===== config.mk =====
export PLATFORM = sky130hd
export DESIGN_NAME = glmrs_ctrl
export DESIGN_NICKNAME = d
export VERILOG_FILES = /design/src/glmrs_pkg.sv /design/src/glmrs_ctrl.sv
export SDC_FILE = /design/constraint.sdc
export NUM_CORES = 1
export LEC_CHECK = 0
export ABC_AREA = 1
export CELL_PAD_IN_SITES_DETAIL_PLACEMENT = 1
export CELL_PAD_IN_SITES_GLOBAL_PLACEMENT = 1
export CORE_AREA = 2 2 39 41
export CTS_CLUSTER_DIAMETER = 80
export DETAILED_ROUTE_END_ITERATION = 10
export DIE_AREA = 0 0 41 43
export DONT_BUFFER_PORTS = 1
export PLACE_DENSITY_LB_ADDON = 0.1
export REMOVE_ABC_BUFFERS = 1
export SETUP_SLACK_MARGIN = 0.05
export SYNTH_ARGS = -nofsm -noshare
export SYNTH_HDL_FRONTEND = slang
export SYNTH_SLANG_ARGS = --single-unit

===== constraint.sdc =====
create_clock -name clk -period 0.9 [get_ports clk]
set_input_delay 0.09 -clock clk [delete_from_list [all_inputs] [get_ports clk]]
set_output_delay 0.09 -clock clk [all_outputs]
set_load 0.02 [all_outputs]

===== src/glmrs_pkg.sv =====
`timescale 1ns / 1ps
package glmrs_pkg;

  localparam int HEIGHT_W = 4;
  localparam int RISK_W   = 18;
  localparam int COUNT_W  = 15;
  localparam int ROWLEN_W = 8;

  localparam logic [RISK_W-1:0]   RISK_MAX  = {RISK_W{1'b1}};
  localparam logic [COUNT_W-1:0]  COUNT_MAX = {COUNT_W{1'b1}};
  localparam logic [ROWLEN_W-1:0] ROW_LENGTH_RESET = 8'd128;

  // Word index of the configuration registers.
  localparam logic REG_ROW_LENGTH = 1'b0;

  // Scan step of one cell: the first five issue a memory read, the last one
  // consumes the final neighbor and updates the totals.
  typedef enum logic [2:0] {
    PH_CENTER = 3'd0,
    PH_UP     = 3'd1,
    PH_DOWN   = 3'd2,
    PH_LEFT   = 3'd3,
    PH_RIGHT  = 3'd4,
    PH_EVAL   = 3'd5
  } phase_t;

  typedef struct packed {
    logic   load;
    logic   start;
    logic   scan;
    phase_t phase;
    logic   publish;
  } glmrs_cmd_t;

  typedef struct packed {
    logic last_cell;
    logic out_free;
  } glmrs_status_t;

endpackage


===== src/glmrs_ctrl.sv =====
`timescale 1ns / 1ps
module glmrs_ctrl
  import glmrs_pkg::*;
(
  input  logic          clk,
  input  logic          rst,
  input  logic          s_tvalid,
  input  logic          s_tlast,
  output logic          s_tready,
  input  glmrs_status_t status,
  output glmrs_cmd_t    cmd
);

  typedef enum logic [1:0] {
    ST_LOAD,
    ST_SCAN,
    ST_FINISH
  } state_t;

  state_t state;
  phase_t phase;

  always_ff @(posedge clk) begin
    if (rst) begin
      state    <= ST_LOAD;
      phase    <= PH_CENTER;
      s_tready <= 1'b1;
    end else begin
      unique case (state)
        ST_LOAD: begin
          if (s_tvalid && s_tready && s_tlast) begin
            state    <= ST_SCAN;
            phase    <= PH_CENTER;
            s_tready <= 1'b0;
          end
        end
        ST_SCAN: begin
          unique case (phase)
            PH_CENTER: phase <= PH_UP;
            PH_UP:     phase <= PH_DOWN;
            PH_DOWN:   phase <= PH_LEFT;
            PH_LEFT:   phase <= PH_RIGHT;
            PH_RIGHT:  phase <= PH_EVAL;
            PH_EVAL: begin
              phase <= PH_CENTER;
              if (status.last_cell) begin
                state <= ST_FINISH;
              end
            end
            default:   phase <= PH_CENTER;
          endcase
        end
        ST_FINISH: begin
          if (status.out_free) begin
            state    <= ST_LOAD;
            s_tready <= 1'b1;
          end
        end
        default: state <= ST_LOAD;
      endcase
    end
  end

  always_comb begin
    cmd.load    = (state == ST_LOAD) && s_tready && s_tvalid;
    cmd.start   = cmd.load && s_tlast;
    cmd.scan    = (state == ST_SCAN);
    cmd.phase   = phase;
    cmd.publish = (state == ST_FINISH) && status.out_free;
  end

endmodule


==> results.md, run 1 <==
- Post-route DRC: 0
- Clock tree buffer depth: 2
- Synth unique cells: 13
- Buffers on Ports: 0
- CTS tree: done
- Wl on met1: 398 um
- GRT Resource Usage Total: 14.5%
- Final Max Tran Viols: 0
- Num CTS Buffers: 3
- CTS clk-pin slew, worst paths: 0.04 ns
- Wirelength, routed: 1050 um
- Startpoint types: flip-flop
- Failing checks: setup timing
- IO Pins: 14
- Worst slew margin relative to its limit: 87.5%
- # rows: 14
- Setup TNS: -1.15 ns
- Number of setup violations in the final report: 9
- Vias per cell: 4.52
- Die Ht: 43 um
- DRT antenna net count: 0
- Initial Util: 24.3%
- Peak supply drop: 0.936 mV
- WL/cell: 12.5 um
- Clock Skews: 0.00166 ns
- Tot Pwr: 1.74 mW
- Sequential-to-total area share from yosys stat: 35.7%
- Worst-margin pin slew: 0.187 ns
- Min-delay worst type: in -> reg
- Met2 WL: 599 um
- Yosys reg bits: 6
- Overflow after GRT: 0
- Core area: 0.00138 mm^2
- Unrepaired setup endpoints after global routing: true
- Worst hold start: rst
- Layout cells sized above 1: 64.7%
- Synthesized netlist cell count: 48
- CP Max Fanout: 3
- Synth Warn #: 0
- WP data arrival: 0.98 ns
- Run status: finished with violations
- Period utilization: 119%
- Leak: 0.270 nW
- Netlist area before placement: 337 um^2
- Syn_area_per_cell: 7.01 um^2
- Routed vias: 380
- Crit Path Class: reg -> out
- Sink Count: 6
- Final setup margin: -0.171 ns
- H-tree lvl count: 1
- Initial antenna violation count: 0
- Fin. Hold Viols: 0
- First-pass GRT wire length: 1620 um
- Clock root buffer: clkbuf_4
- Clock Latency Late Sink: 0.24 ns
- Fmax: 934 MHz
- Met3 routed WL: 43 um
- CP Data Required Time: 0.81 ns
- Initial drt markers: 1
- Nets@finish: 76
- Die Area: 0.00176 mm^2
- Max Cap Viol: 0
- Highest Signal Layer: met4
- Drt pass-1 iters: 2
- Die W: 41 um
- Largest net degree at the start of global routing: 6
- Setup Slack @ Placement: -0.0827 ns
- Number of global-route vias before repair: 382
- N_diodes: 0
- Pwr Density: 2790 mW/mm^2
- Reg2reg start: state[1]
- RePlAce Congestion: 0.652
- Min Tclk post-route: 1.07 ns
- Worst Setup SP: state[1]
- CP endpoint kind: primary output
- Area Growth Syn to Fin: 85.1%
[where the power goes]
part | internal, mW | switching [mW]
logic | 0.512 | 0.565
registers | 0.350 | 0.0675
clock network | 0.150 | 0.0908
total | 1.01 | 0.723
[repair_timing]
| item | CTS | global route |
|---|---|---|
| hold buffers | 1 | 0 |
| setup endpoints to repair | 11 | 12 |
| gates resized for setup | 18 | 15 |
| pin swaps | 4 | 5 |
| buffers inserted | 4 | 1 |
| endpoints found under the hold margin | 3 | 0 |
[worst paths after layout]
kind	end	slack (ns)	cells after the start
worst max-delay path	cmd[5]	-0.17	4
worst min-delay path	s_tready	0.008	2
worst max register to register	phase[0]	-0.17	7
worst min register to register	s_tready	0.56	3
[registers in the layout, indices dropped and copies added, names as in the netlist]
| signal | flops |
|---|---|
| state | 2 |
| s_tready | 1 |
| phase | 3 |
[per-stage QoR]
step	hold WS, ns	instances	area (um^2)	util [%]
final	0.00842	84	623	45.0
after global placement	0.163	75	439	31.7
after global routing	0.0230	84	623	45.0
after floorplan	0.159	48	337	-
after CTS	0.00619	83	562	40.6
after detailed placement	0.166	75	439	31.7
[synth_stat cells, drive strengths merged]
cell type,count,area share [%]
a21oi,3,4.5
nand4,2,3.7
o21ai,2,3.0
nand2,12,16
dfxtp,6,36
nand3,7,12
inv,10,11
nor2,5,12
o211ai,1,2.2
[metal layers]
layer	GRT usage (%)	vias up
met3	4.71	2
li1	-	193
met2	22.5	7
met4	10.0	0
met1	15.7	178
met5	0	-
[cell type report]
cell class	instances	area, um^2
Tap cell	16	20.0
Multi-Input combinational cell	32	229
Clock buffer	3	22.5
Sequential cell	6	130
Inverter	10	45.0
Fill cell	177	761
Timing Repair Buffer	17	176
[worst max-delay path, stage by stage (launching register included)]
cell	delay, ns
dfxtp_4	0.36
inv_4	0.06
nand2_4	0.06
nor2_4	0.13
buf_6	0.13
[placed cells by master (no fill, tap or decap), types with 2 or more instances in the layout]
cell type	synthesis	layout
nand3_1	6	3
nand2_4	1	2
buf_4	0	6
a21oi_2	0	2
nand4_1	2	2
inv_4	0	3
nand2_1	11	6
nor2_4	3	3
o21ai_1	2	2
nand2_2	0	4
clkbuf_4	0	3
nand3_2	1	3
buf_6	0	9
dfxtp_2	0	5
inv_1	8	7
[logic make-up (layout without fill, tap and decap cells)]
group | count (synthesis) | count (layout) | share of synthesized area [%]
simple gates | 26 | 26 | 43.5
buf+inv | 10 | 30 | 11.2
compound gates | 6 | 6 | 9.67
flops | 6 | 6 | 35.7
Power figures use the tool's default switching activity.
==> run 2: changes to the inputs <==
--- a/config.mk
+++ b/config.mk
@@ -13,7 +13,7 @@
 export DETAILED_ROUTE_END_ITERATION = 10
 export DIE_AREA = 0 0 41 43
 export DONT_BUFFER_PORTS = 1
-export PLACE_DENSITY_LB_ADDON = 0.1
+export PLACE_DENSITY = 0.57
 export REMOVE_ABC_BUFFERS = 1
 export SETUP_SLACK_MARGIN = 0.05
 export SYNTH_ARGS = -nofsm -noshare
==> run 2 against run 1 <==
Design area increased by 4.0%; core utilization is 1.8 points higher; critical endpoint unchanged; the flow still finishes with violations (setup timing); via count grew 3.4%.
==> results.md, run 2 (synthesis gave the netlist of run 1 again) <==
- Largest net degree at the start of global routing: 6 (unchanged)
- Post-route DRC: 0 (unchanged)
- CTS clk-pin slew, worst paths: 0.05 ns (about the same)
- Area Growth Syn to Fin: 92.6%
- CP max-delay cell: dfxtp_4
- Fillers: 168 (-5.1%)
- Clock tree buffer depth: 2 (unchanged)
- Die W: 41 um (unchanged)
- CP Max Fanout: 3 (unchanged)
- Most flop-heavy register: phase
- Worst slew margin relative to its limit: 86.9% (-0.61 points)
- Number of global-route vias before repair: 392 (+2.6%)
- Most common cell after layout, fill and taps aside: buf_6
- Wirelength, routed: 1100 um (+4.7%)
- Clock root buffer: clkbuf_4
- Reg2reg setup slack: -0.15 ns (+0.02 ns)
- Crit Path Class: reg -> out
- WP data arrival: 1.00 ns (+0.02 ns)
- DRT antenna net count: 0 (unchanged)
- Run status: finished with violations
- Dpl hpwl: 722 um
- CP endpoint kind: primary output
- Reg area: 133 um^2 (+1.9%)
- # rows: 14 (unchanged)
- Min Tclk post-route: 1.09 ns (+0.0142 ns)
- N_diodes: 0 (unchanged)
- Unrepaired setup endpoints after global routing: true
- Largest register FFs: 3 (unchanged)
- GRT Resource Usage Total: 14.7% (+0.12 points)
- Drt pass-1 iters: 3 (+1)
- Worst-margin pin slew: 0.196 ns (+0.00914 ns)
- Vias per cell: 4.47 (-1.3%)
- Setup TNS: -1.29 ns (-0.140 ns)
- Tot Pwr: 1.92 mW (+11%)
- H-tree lvl count: 1 (unchanged)
- WL/cell: 12.5 um (-0.10%)
- Overflow after GRT: 0 (unchanged)
- Nets@finish: 80 (+5.3%)
- Failing checks: setup timing
- Min-delay worst type: in -> reg
- Sink Count: 6 (unchanged)
- Initial Util: 24.3% (unchanged)
- Crit-path cells: inv_6, nand2_4, nor2_4, buf_6
- First-pass GRT wire length: 1640 um (+1.3%)
- Fmax: 921 MHz (-1.3%)
- Pwr Density: 2970 mW/mm^2 (+6.6%)
- Num CTS Buffers: 3 (unchanged)
- Max Cap Viol: 0 (unchanged)
- Clock Latency Late Sink: 0.25 ns (about the same)
- Initial antenna violation count: 0 (unchanged)
- Buffers on Ports: 0 (unchanged)
- Final Non-Filler Cells: 88 (+4.8%)
- Placed cells: 76 (+1.3%)
- Layout cells sized above 1: 61.1% (-3.6 points)
- Peak supply drop: 1.24 mV (+33%)
- Startpoint types: flip-flop
- Final setup margin: -0.185 ns (-0.0142 ns)
- CTS tree: done
- Routed vias: 393 (+3.4%)
- Max stage delay on crit path: 0.35 ns (about the same)
- RePlAce Congestion: 0.647 (-0.81%)
- Clock Skews: 0.00606 ns (+0.00440 ns)
- Fin. Hold Viols: 0 (unchanged)
- Number of setup violations in the final report: 11 (+2)
- Multi-input logic area: 224 um^2 (-2.2%)
- Die Area: 0.00176 mm^2 (unchanged)
- Hold Slack: 0.0931 ns (+0.0847 ns)
- Period utilization: 121% (+1.6 points)
- CP Data Required Time: 0.81 ns (about the same)
- Core area: 0.00138 mm^2 (unchanged)
- Leak: 0.290 nW (+7.5%)
- Die Ht: 43 um (unchanged)
- IO Pins: 14 (unchanged)
- Initial drt markers: 4 (+3)
- Commonest cells after routing, fill and taps aside: buf_6, nand2_1, buf_4
- Final Max Tran Viols: 0 (unchanged)
- Biggest regs: phase: 3 flops, state: 2 flops, s_tready: 1 flops
[run 2: cell types whose count changed in the layout (fill, tap and decap cells not counted), sizes merged]
cell  previous run  this run
buf             16        20
[run 2: cell type report]
type / instances / share of cell area (%)
Inverter: 10 / 7.34
Clock buffer: 3 / 3.47
Multi-Input combinational cell: 32 / 34.6
Timing Repair Buffer: 21 / 31.1
Sequential cell: 6 / 20.5
Tap cell: 16 / 3.09
[run 2: final timing paths]
path	from	to	cells after the start
worst min-delay path	s_tlast	s_tready	3
worst max-delay path	state[0]	cmd[5]	4
worst min register to register	phase[1]	phase[1]	3
worst max register to register	state[1]	state[0]	7
[run 2: where the power goes]
part | internal (mW) | total, mW | switching (mW)
clock network | 0.151 | 0.257 | 0.106
registers | 0.358 | 0.442 | 0.0838
logic | 0.617 | 1.23 | 0.608
total | 1.13 | 1.92 | 0.798
[run 2: critical path: cells and delay by family, from the launching register on]
| kind | cells | cell delay, ns |
|---|---|---|
| buffers and inverters | 2 | 0.20 |
| DFF | 1 | 0.35 |
| and+or+nand+nor | 2 | 0.19 |
[run 2: repair_timing]
action | 4_1_cts | 5_1_grt
pin swaps | 5 | 5
hold buffers | 1 | 0
buffers inserted | 4 | 4
resized for setup | 24 | 10
endpoints found under the hold margin | 4 | 0
cloned | 0 | 0
endpoints found under the setup margin | 14 | 12
[run 2: metal layers]
metal / global-route usage [%] / wire (um) / up-vias
met1: 16.1 / 429 / 177
met2: 22.5 / 597 / 11
li1: - / - / 202
met3: 6.28 / 57 / 3
met5: 0 / 0 / -
met4: 8.00 / 17 / 0
[run 2: stage by stage]
step	setup WS, ns	util [%]	instance area, um^2
6_report	-0.185	46.8	648
5_1_grt	-0.228	46.8	648
4_1_cts	-0.152	41.9	579
3_5_place_dp	-0.110	32.3	447
3_3_place_gp	-0.0696	32.3	447
2_1_floorplan	-0.180	-	337
==> run 3: changes to the inputs <==
--- a/config.mk
+++ b/config.mk
@@ -8,12 +8,12 @@
 export ABC_AREA = 1
 export CELL_PAD_IN_SITES_DETAIL_PLACEMENT = 1
 export CELL_PAD_IN_SITES_GLOBAL_PLACEMENT = 1
-export CORE_AREA = 2 2 39 41
+export CORE_MARGIN = 2
+export CORE_UTILIZATION = 25
 export CTS_CLUSTER_DIAMETER = 80
 export DETAILED_ROUTE_END_ITERATION = 10
-export DIE_AREA = 0 0 41 43
 export DONT_BUFFER_PORTS = 1
-export PLACE_DENSITY = 0.57
+export PLACE_DENSITY = 0.56
 export REMOVE_ABC_BUFFERS = 1
 export SETUP_SLACK_MARGIN = 0.05
 export SYNTH_ARGS = -nofsm -noshare
==> run 3 against run 2 <==
The flow still finishes with violations (setup timing); non-clock buffer count decreased by 6; die area decreased by 6.1%; sequential share of layout area increased by 1.3 points; cell count decreased by 8.0%; routed wire length decreased by 13%; global-route usage decreased by 0.42 points; critical path depth unchanged; largest cell class unchanged.
==> results.md, run 3 (synthesis gave the netlist of run 1 again) <==
- Run status: finished with violations
- Failing checks: setup timing
- Final setup margin: -0.139 ns (+0.0467 ns)
- DRT antenna net count: 0 (unchanged)
- Most flop-heavy register: phase
- WP depth: 4 (unchanged)
- Psw: 755 uW (-5.4%)
- Worst Path Buf+Inv: 2 (unchanged)
- Clock Skews: 0.000300 ns (-0.00576 ns)
- Routed vias: 368 (-6.4%)
- Die Area: 0.00166 mm^2 (-6.1%)
- Sink Count: 6 (unchanged)
- Max stage delay on crit path: 0.36 ns (about the same)
- First-pass GRT wire length: 1500 um (-8.8%)
- Post-route DRC: 0 (unchanged)
- RePlAce Congestion: 0.702 (+8.6%)
- Worst slew margin relative to its limit: 86.5% (-0.42 points)
- Comb power frac: 61.4% (-2.3 points)
- Setup Slack @ Placement: -0.118 ns (-0.00761 ns)
- Layout cells sized above 1: 59.1% (-2.0 points)
- CTS clk-pin slew, worst paths: 0.05 ns (about the same)
- Num CTS Buffers: 3 (unchanged)
- Period utilization: 115% (-5.2 points)
- CTS tree: done
- Biggest regs: phase: 3 flops, state: 2 flops, s_tready: 1 flops
- Peak supply drop: 1.19 mV (-4.7%)
- Crit Path Class: reg -> out
- Worst Setup SP: state[1]
- WL/cell: 11.8 um (-5.6%)
- Min-delay worst type: in -> reg
- Clock root buffer: clkbuf_4
- Worst r2r dst: phase[2]
- Clock tree buffer depth: 2 (unchanged)
- Initial Util: 26.2% (+1.9 points)
- Wirelength, routed: 958 um (-13%)
- Crit path max-delay family: flip-flops
- Buffers on Ports: 0 (unchanged)
- R2R depth: 7 (unchanged)
- Pwr Density: 2880 mW/mm^2 (-2.9%)
- GRT Resource Usage Total: 14.2% (-0.42 points)
- Die Ht: 40.7 um (-5.4%)
- Commonest cells after routing, fill and taps aside: buf_6, inv_1, nand2_1
- Min Tclk post-route: 1.04 ns (-0.0467 ns)
- Initial antenna violation count: 0 (unchanged)
- Most common cell after layout, fill and taps aside: buf_6
- Overflow after GRT: 0 (unchanged)
- Max Cap Viol: 0 (unchanged)
- Leak: 0.258 nW (-11%)
- Pint: 987 uW (-12%)
- N_diodes: 0 (unchanged)
- Fin. Hold Viols: 0 (unchanged)
- # rows: 13 (-1)
- Final Max Tran Viols: 0 (unchanged)
- WP data arrival: 0.95 ns (-0.05 ns)
- Number of setup violations in the final report: 9 (-2)
- Largest register FFs: 3 (unchanged)
- CP Max Fanout: 3 (unchanged)
- Sw Share: 43.3% (+1.9 points)
- Worst setup endpoint: cmd[5]
- Placed cell areas: 430 um^2 (-3.6%)
- CP Data Required Time: 0.81 ns (about the same)
- Core area: 0.00128 mm^2 (-7.1%)
- Die W: 40.7 um (-0.76%)
- CP max-delay cell: dfxtp_4
- Worst-margin pin slew: 0.202 ns (+0.00650 ns)
- Crit-path cells: inv_4, nand2_4, nor2_4, buf_6
- Drt pass-1 iters: 2 (-1)
- Power share of the sequential group: 24.4% (+1.5 points)
- IO Pins: 14 (unchanged)
- Clock Latency Late Sink: 0.24 ns (about the same)
- CP endpoint kind: primary output
- Vias per cell: 4.54 (+1.7%)
- Area Growth Syn to Fin: 79.6%
- Initial drt markers: 1 (-3)
- Number of global-route vias before repair: 372 (-5.1%)
- Reg2reg setup slack: -0.12 ns (+0.03 ns)
- Fmax: 963 MHz (+4.5%)
- Nets@finish: 74 (-7.5%)
- Fin area: 604 um^2 (-6.8%)
- Largest net degree at the start of global routing: 5 (-1)
- H-tree lvl count: 1 (unchanged)
- Reg2reg start: state[1]
- Unrepaired setup endpoints after global routing: true
- Clock network fraction of design power: 14.2% (+0.8 points)
- Dpl hpwl: 699 um (-3.3%)
- Startpoint types: flip-flop
-- run 3: cell types whose count changed in the layout (fill, tap and decap cells not counted), sizes merged --
| cell | before | now |
|---|---|---|
| buf | 20 | 14 |
-- run 3: power groups by stage --
stage	Combinational [mW]	Sequential, mW	Clock [mW]
2_1_floorplan	0.453	0.429	0
3_3_place_gp	0.742	0.389	0
3_5_place_dp	0.757	0.391	0
4_1_cts	0.967	0.415	0.268
5_1_grt	1.16	0.437	0.276
6_report	1.07	0.425	0.248
-- run 3: worst register-to-register path: cells and delay by family, from the launching register on --
| kind | cells | cell delay [ns] |
|---|---|---|
| DFF | 1 | 0.37 |
| buffers and inverters | 2 | 0.15 |
| AOI/OAI and AO/OA | 1 | 0.12 |
| and+or+nand+nor | 4 | 0.30 |
-- run 3: routing by layer --
metal	global-route usage, %	vias to the layer above	routed length, um
li1	-	191	-
met3	3.80	0	25
met4	10.0	0	0
met1	17.4	172	452
met2	21.4	5	480
met5	0	-	0
-- run 3: final cells by class --
class	count	area (um^2)
Clock buffer	3	22.5
Fill cell	167	681
Inverter	10	45.0
Multi-Input combinational cell	32	241
Sequential cell	6	131
Tap cell	15	18.8
Timing Repair Buffer	15	145
-- run 3: metrics by stage --
stage	hold slack (ns)	utilization [%]	std cells	TNS [ns]	total power [mW]
floorplan	0.159	-	48	-0.749	0.883
global placement	0.162	33.5	73	-0.238	1.13
detailed placement	0.162	33.5	73	-0.364	1.15
CTS	0.0301	42.7	80	-1.13	1.65
global route	0.0302	47.0	81	-1.54	1.87
finish	0.0375	47.0	81	-0.981	1.74
-- run 3: repair_timing --
action / in CTS / in global routing
setup buffers: 3 / 1
hold buffers: 1 / 0
pin swaps: 7 / 6
endpoints found under the setup margin: 12 / 14
gates resized for setup: 20 / 13
hold endpoints to repair: 4 / 0
-- run 3: how the worst min path moves through the flow --
stage | cells after the start | end | from
after floorplan | 1 | phase[0] | rst
after global placement | 1 | phase[2] | rst
after detailed placement | 1 | phase[2] | rst
after CTS | 2 | s_tready | status[0]
after global routing | 2 | s_tready | status[0]
final | 2 | s_tready | status[0]
